===== src/hw/rtl/tpds_pkg.sv =====
// ----------------------------------------------------------------------------
// tpds_pkg
// Types and constants shared by the transparent polygon depth sorter.
// ----------------------------------------------------------------------------
`default_nettype none

package tpds_pkg;

   localparam int MAX_POLYS   = 64;
   localparam int INDEX_W     = 6;
   localparam int OFFSET_W    = 10;
   localparam int DEPTH_W     = 18;
   localparam int COUNTER_W   = 7;
   localparam int INDEX_LIMIT = 64;
   localparam int COUNTER_MAX = 127;

   typedef struct packed {
      logic                is_transparent;
      logic [3:0]          vertex_count;
      logic [DEPTH_W-1:0]  nearest_depth;
      logic                last_poly;
   } req_type;

   typedef struct packed {
      logic [INDEX_W-1:0]  poly_index;
      logic [OFFSET_W-1:0] vertex_offset;
      logic [DEPTH_W-1:0]  depth;
      logic                list_empty;
      logic                overflow;
      logic                last_result;
   } rsp_type;

   typedef struct packed {
      logic                valid;
      logic [INDEX_W-1:0]  index;
      logic [OFFSET_W-1:0] offset;
      logic [DEPTH_W-1:0]  depth;
   } entry_type;

   typedef struct packed {
      logic      insert;
      logic      shift_down;
      entry_type fresh;
   } cell_ctrl_type;

endpackage

`default_nettype wire


===== src/hw/rtl/tpds_cell.sv =====
// ----------------------------------------------------------------------------
// tpds_cell
// One slot of the sort chain. Holds one entry, decides whether a new entry
// lands ahead of it, and moves toward the head during drain.
// ----------------------------------------------------------------------------
`default_nettype none

module tpds_cell
   import tpds_pkg::*;
(
   input  wire logic          clock,
   input  wire logic          reset,
   input  wire cell_ctrl_type ctrl,
   input  wire entry_type     prev_entry,
   input  wire logic          prev_ahead,
   input  wire entry_type     next_entry,
   output entry_type          entry,
   output logic               ahead
);

   logic                valid_ff, valid_in;
   logic [INDEX_W-1:0]  index_ff, index_in;
   logic [OFFSET_W-1:0] offset_ff, offset_in;
   logic [DEPTH_W-1:0]  depth_ff, depth_in;
   entry_type           load;

   // new word goes ahead of this slot: empty slot, or not nearer than stored
   assign ahead = !valid_ff || (ctrl.fresh.depth >= depth_ff);

   assign entry.valid  = valid_ff;
   assign entry.index  = index_ff;
   assign entry.offset = offset_ff;
   assign entry.depth  = depth_ff;

   always_comb begin
      load = entry;
      if (ctrl.insert && ahead) begin
         load = prev_ahead ? prev_entry : ctrl.fresh;
      end else if (ctrl.shift_down) begin
         load = next_entry;
      end
      valid_in  = load.valid;
      index_in  = load.index;
      offset_in = load.offset;
      depth_in  = load.depth;
   end

   always_ff @(posedge clock) begin
      if (reset) begin
         valid_ff <= 1'b0;
      end else begin
         valid_ff <= valid_in;
      end
   end

   always_ff @(posedge clock) begin
      index_ff  <= index_in;
      offset_ff <= offset_in;
      depth_ff  <= depth_in;
   end

endmodule

`default_nettype wire


===== config.mk =====
export PLATFORM = sky130hd
export DESIGN_NAME = tpds_cell
export DESIGN_NICKNAME = d
export VERILOG_FILES = /design/src/hw/rtl/tpds_pkg.sv /design/src/hw/rtl/tpds_cell.sv
export SDC_FILE = /design/constraint.sdc
export NUM_CORES = 1
export LEC_CHECK = 0
export BUFFER_PORTS_ARGS = -buffer_cell sky130_fd_sc_hd__buf_2
export CAP_MARGIN = 20
export CORE_UTILIZATION = 46
export CTS_BUF_LIST = sky130_fd_sc_hd__clkbuf_4
export CTS_CLUSTER_SIZE = 20
export DETAILED_ROUTE_END_ITERATION = 16
export PLACE_DENSITY = 0.83
export SYNTH_ARGS = -nofsm -noshare
export SYNTH_HDL_FRONTEND = slang
export SYNTH_SLANG_ARGS = --single-unit

===== constraint.sdc =====
create_clock -name clock -period 3.4 [get_ports clock]
set_clock_uncertainty 0.1 [all_clocks]
set_input_delay 0.51 -clock clock [delete_from_list [all_inputs] [get_ports clock]]
set_output_delay 0.51 -clock clock [all_outputs]
set_load 0.1 [all_outputs]

Word-level counts from Yosys, hierarchy flattened. Index checks and enable logic that the tools add are counted.

Register bits: 35.

$lt $le $gt $ge: 1. Multiplexer cells: 3. Reductions and logical operators: 4.

Operators by type and width (count): $mux W35 (3); $ge A18 B18 Y1 (1); $reduce_bool A2 Y1 (1); $logic_and A1 B1 Y1 (1); $logic_not A1 Y1 (1); $logic_or A1 B1 Y1 (1).

Depth between registers and ports, before layout.
Depth in word-level cells: 4. Mapped depth: 9.

Worst setup path before layout. Ideal clock, no wire load.

Path kind: register to register. From: register depth_ff[13]. To: register depth_ff[0] (enable). Setup time: 0.376 ns. Arrival: 2.768 ns. Required time: 2.924 ns. Slack: 0.156 ns. Cell stages (with the launch flop): 9. Path buffers: 1. Cells stage by stage: edfxtp_1 > inv_1 > ha_1 > nand2_1 > o21ai_0 > a211oi_2 > a21oi_4 > buf_12 > or2_2.

Longest elaborated chain between the ends: 4.

Ends and longest elaborated chain: from (decl) (line tpds_cell.sv:24) `logic [DEPTH_W-1:0] depth_ff, depth_in;`; from (signal assigned) (line tpds_cell.sv:59) `depth_ff <= depth_in;`; $ge A18 B18 Y1 (line tpds_cell.sv:28) `assign ahead = !valid_ff || (ctrl.fresh.depth >= depth_ff);`; $logic_or A1 B1 Y1 (line tpds_cell.sv:28); $logic_and A1 B1 Y1 (line tpds_cell.sv:37) `if (ctrl.insert && ahead) begin`; $reduce_bool A2 Y1 (no source line).

Every way passes these cells. A chain may end at the register's enable or synchronous reset.

Worst setup path in the final report.
From: register depth_ff[0]. To: output ahead.

Longest elaborated chain between the ends: 2.

Ends and longest elaborated chain: $ge A18 B18 Y1 (line tpds_cell.sv:28); $logic_or A1 B1 Y1 (line tpds_cell.sv:28); to (decl) (line tpds_cell.sv:18) `output logic ahead`.

Every way passes these cells.

==> results.py <==
metrics = {
    "run_status": {
        "status": "finished clean",
    },
    "sta": {
        "drv_slew": 0,
        "period_needed_ns": 2.78,
        "fmax_mhz": 360,
        "fin_setup_tns_ns": 0,
        "slew-limit-headroom_pct": 45.3,
        "post-route-period-util_pct": 81.7,
        "setup-violations-final": 0,
        "tightest_slew_ns": 0.821,
        "final-hold-violation-count": 0,
        "rsz0062_at_grt": "false",
        "whs_ns": 0.373,
    },
    "cts": {
        "clock_latency_ns": 0.33,
        "numCtsBuffers": 5,
        "cts_htree_levels": 2,
        "postCtsSetupBuffers": 0,
        "cts_buffer_depth": 2,
        "path_clk_slew_ns": 0.10,
        "tritoncts": "done",
        "hold_buffers": 0,
        "cts_sinks": 35,
        "cts_resized": 0,
        "cts_root_buffer": "clkbuf_4",
    },
    "power_and_ir_drop": {
        "power.leakage_nw": 1.68,
        "power_density_nw_per_um2": 503,
        "vdd_drop_max_mv": 0.250,
    },
    "floorplanning": {
        "fp.dieW_um": 76.2,
        "fp-row-count": 26,
        "ioPinCount": 146,
        "core_sq_um": 5200,
        "start_util_pct": 48.6,
        "die-area_sq_um": 5800,
        "die_y_um": 76.2,
    },
    "yosys": {
        "synthFlopType": "edfxtp_1",
        "synth_top_area_share_pct": 40.3,
        "synth_cell_types": 27,
        "syn_area_per_cell_sq_um": 13.7,
        "synth_common_cells": "mux2_2, edfxtp_1, mux2_4, ha_1, inv_1",
        "yosysWarningCount": 0,
        "yosysSeqAreaShare_pct": 41.1,
        "syn_inst": 185,
        "syn_nets": 313,
        "yosys-top-cells-area": "edfxtp_1, mux2_2, mux2_4",
        "yosysMostFrequentCell": "mux2_2",
        "synthesis.area_sq_um": 2530,
        "synth_largest_area_cell": "edfxtp_1",
        "async_flop_share_pct": 0,
        "ys_ff_latch": 35,
        "synth_edf_count": 34,
    },
    "detailed_routing": {
        "route.detailed.drc": 0,
        "vias": 1976,
        "vias_per_cell": 4.89,
        "drtIter0Drc": 39,
        "wl_per_cell_um": 13.9,
        "drtPass1Iterations": 7,
        "wirelength_mm": 5.60,
        "ant_nets": 0,
    },
    "critical_path": {
        "slowest_stage": "buf_2",
        "required_ns": 2.79,
        "critical_path_class": "flop to output port",
        "end_kind": "output port",
        "path_cells": "ha_1 -> nand2b_1 -> a21oi_1 -> o221ai_2 -> nand3_2 -> nand2_1 -> a21o_1 -> buf_2",
        "crit_path_start_kind": "flop",
        "cpPeakStageDelay_ns": 0.43,
        "critPathArrivalTime_ns": 2.17,
        "cp_max_fo": 2,
    },
    "run": {
        "cap_violations": 0,
    },
    "global_routing": {
        "first_global_vias": 2004,
        "grt-ovfl-total": 0,
        "grt_max_degree": 37,
        "track_usage_pct": 19.9,
        "grt_first_pass_wirelength_mm": 8.91,
        "antenna_found_initial": 0,
    },
    "finish": {
        "antennaDiodeCount": 0,
        "nFillCells": 445,
        "final_cells": 404,
        "fin_nets": 461,
        "regArea_sq_um": 1040,
        "multi_input_area_sq_um": 1340,
        "final_util_pct": 64.5,
        "area_growth_pct": 32.6,
        "drive_above_1_share_pct": 68.6,
    },
    "worst_hold_path": {
        "min_path_type": "input port to flop",
    },
    "placement": {
        "dp_hpwl_mm": 4.51,
        "io_buffers": 145,
        "gp_congestion": 0.763,
        "dp.cells": 396,
    },
}
## cell families (layout without fill, tap and decap cells)
family	count (synthesis)	after routing	synth area share (%)
fa+ha+maj	18	18	8.90
flops	35	35	41.1
compound gates	19	19	5.29
buf+inv	26	175	5.98
mux	70	70	35.3
simple gates	17	17	3.36
## cell type report
cell class	instances	share of cell area (%)
Clock buffer	6	1.34
Clock inverter	2	0.224
Timing Repair Buffer	149	22.9
Sequential cell	35	31.0
Inverter	18	2.01
Multi-Input combinational cell	124	39.9
Tap cell	70	2.61
## layout by cell type (no fill, tap or decap)
cell type and n:
mux2i_1 2, nand2b_1 1, o21ai_0 2, a21oi_1 8, buf_12 1, mux2_4 29
nand2_1 7, a21oi_4 1, buf_2 145, edfxtp_1 34, and4_1 1, nand3_2 1
mux2_2 39, o21ai_1 4, nand4_1 1, ha_1 18, buf_4 3, nor2b_1 1
clkinv_1 2, dfxtp_1 1, inv_1 18, nor2_1 4, a211oi_2 2, o221ai_2 1
clkbuf_4 6, or2_2 1, a21o_1 1
## path summary, 6_finish.rpt
check	startpoint	end	slack, ns	cells after the start
worst max-delay path	depth_ff[0]	ahead	0.62	8
worst min-delay path	next_entry[24]	offset_ff[6]	0.37	2
worst max register to register	depth_ff[0]	index_ff[0]	0.92	8
worst min register to register	valid_ff	valid_ff	0.59	3
## layer usage
layer	track usage (%)	vias to the layer above	part of all wire, %
met5	0	-	0
met4	6.73	0	1.7
met3	5.87	10	7.9
met2	37.6	93	52
met1	20.9	894	38
li1	-	979	-
## report_power, final
group,switching (W),internal (W),leakage (nW)
combinational,0.000640,0.000255,1.29
sequential,0.0000239,0.000555,0.352
clock,0.000130,0.0000846,0.0307
total,0.000795,0.000894,1.68
## through the flow
stage | worst slack, ns | cell area (sq um) | total power [W]
finish | 0.623 | 3360 | 0.00169
global route | 0.515 | 3360 | 0.00177
CTS | 0.576 | 3360 | 0.00171
detailed placement | 0.683 | 3300 | 0.00149
global placement | 0.701 | 3300 | 0.00147
floorplan | 0.156 | 2530 | 0.00133
## sequential cells by signal (all words and copies together), names as in the netlist
name       count
depth_ff      18
offset_ff     10
index_ff       6
valid_ff       1
## worst max-delay path: cells and delay by family (launching register included)
family,cells,cell delay (ns)
buf+inv,1,0.43
flops,1,0.42
compound gates,3,0.40
simple gates,3,0.31
fa+ha+maj,1,0.28
Note: power is estimated with default switching activity, not from simulation.
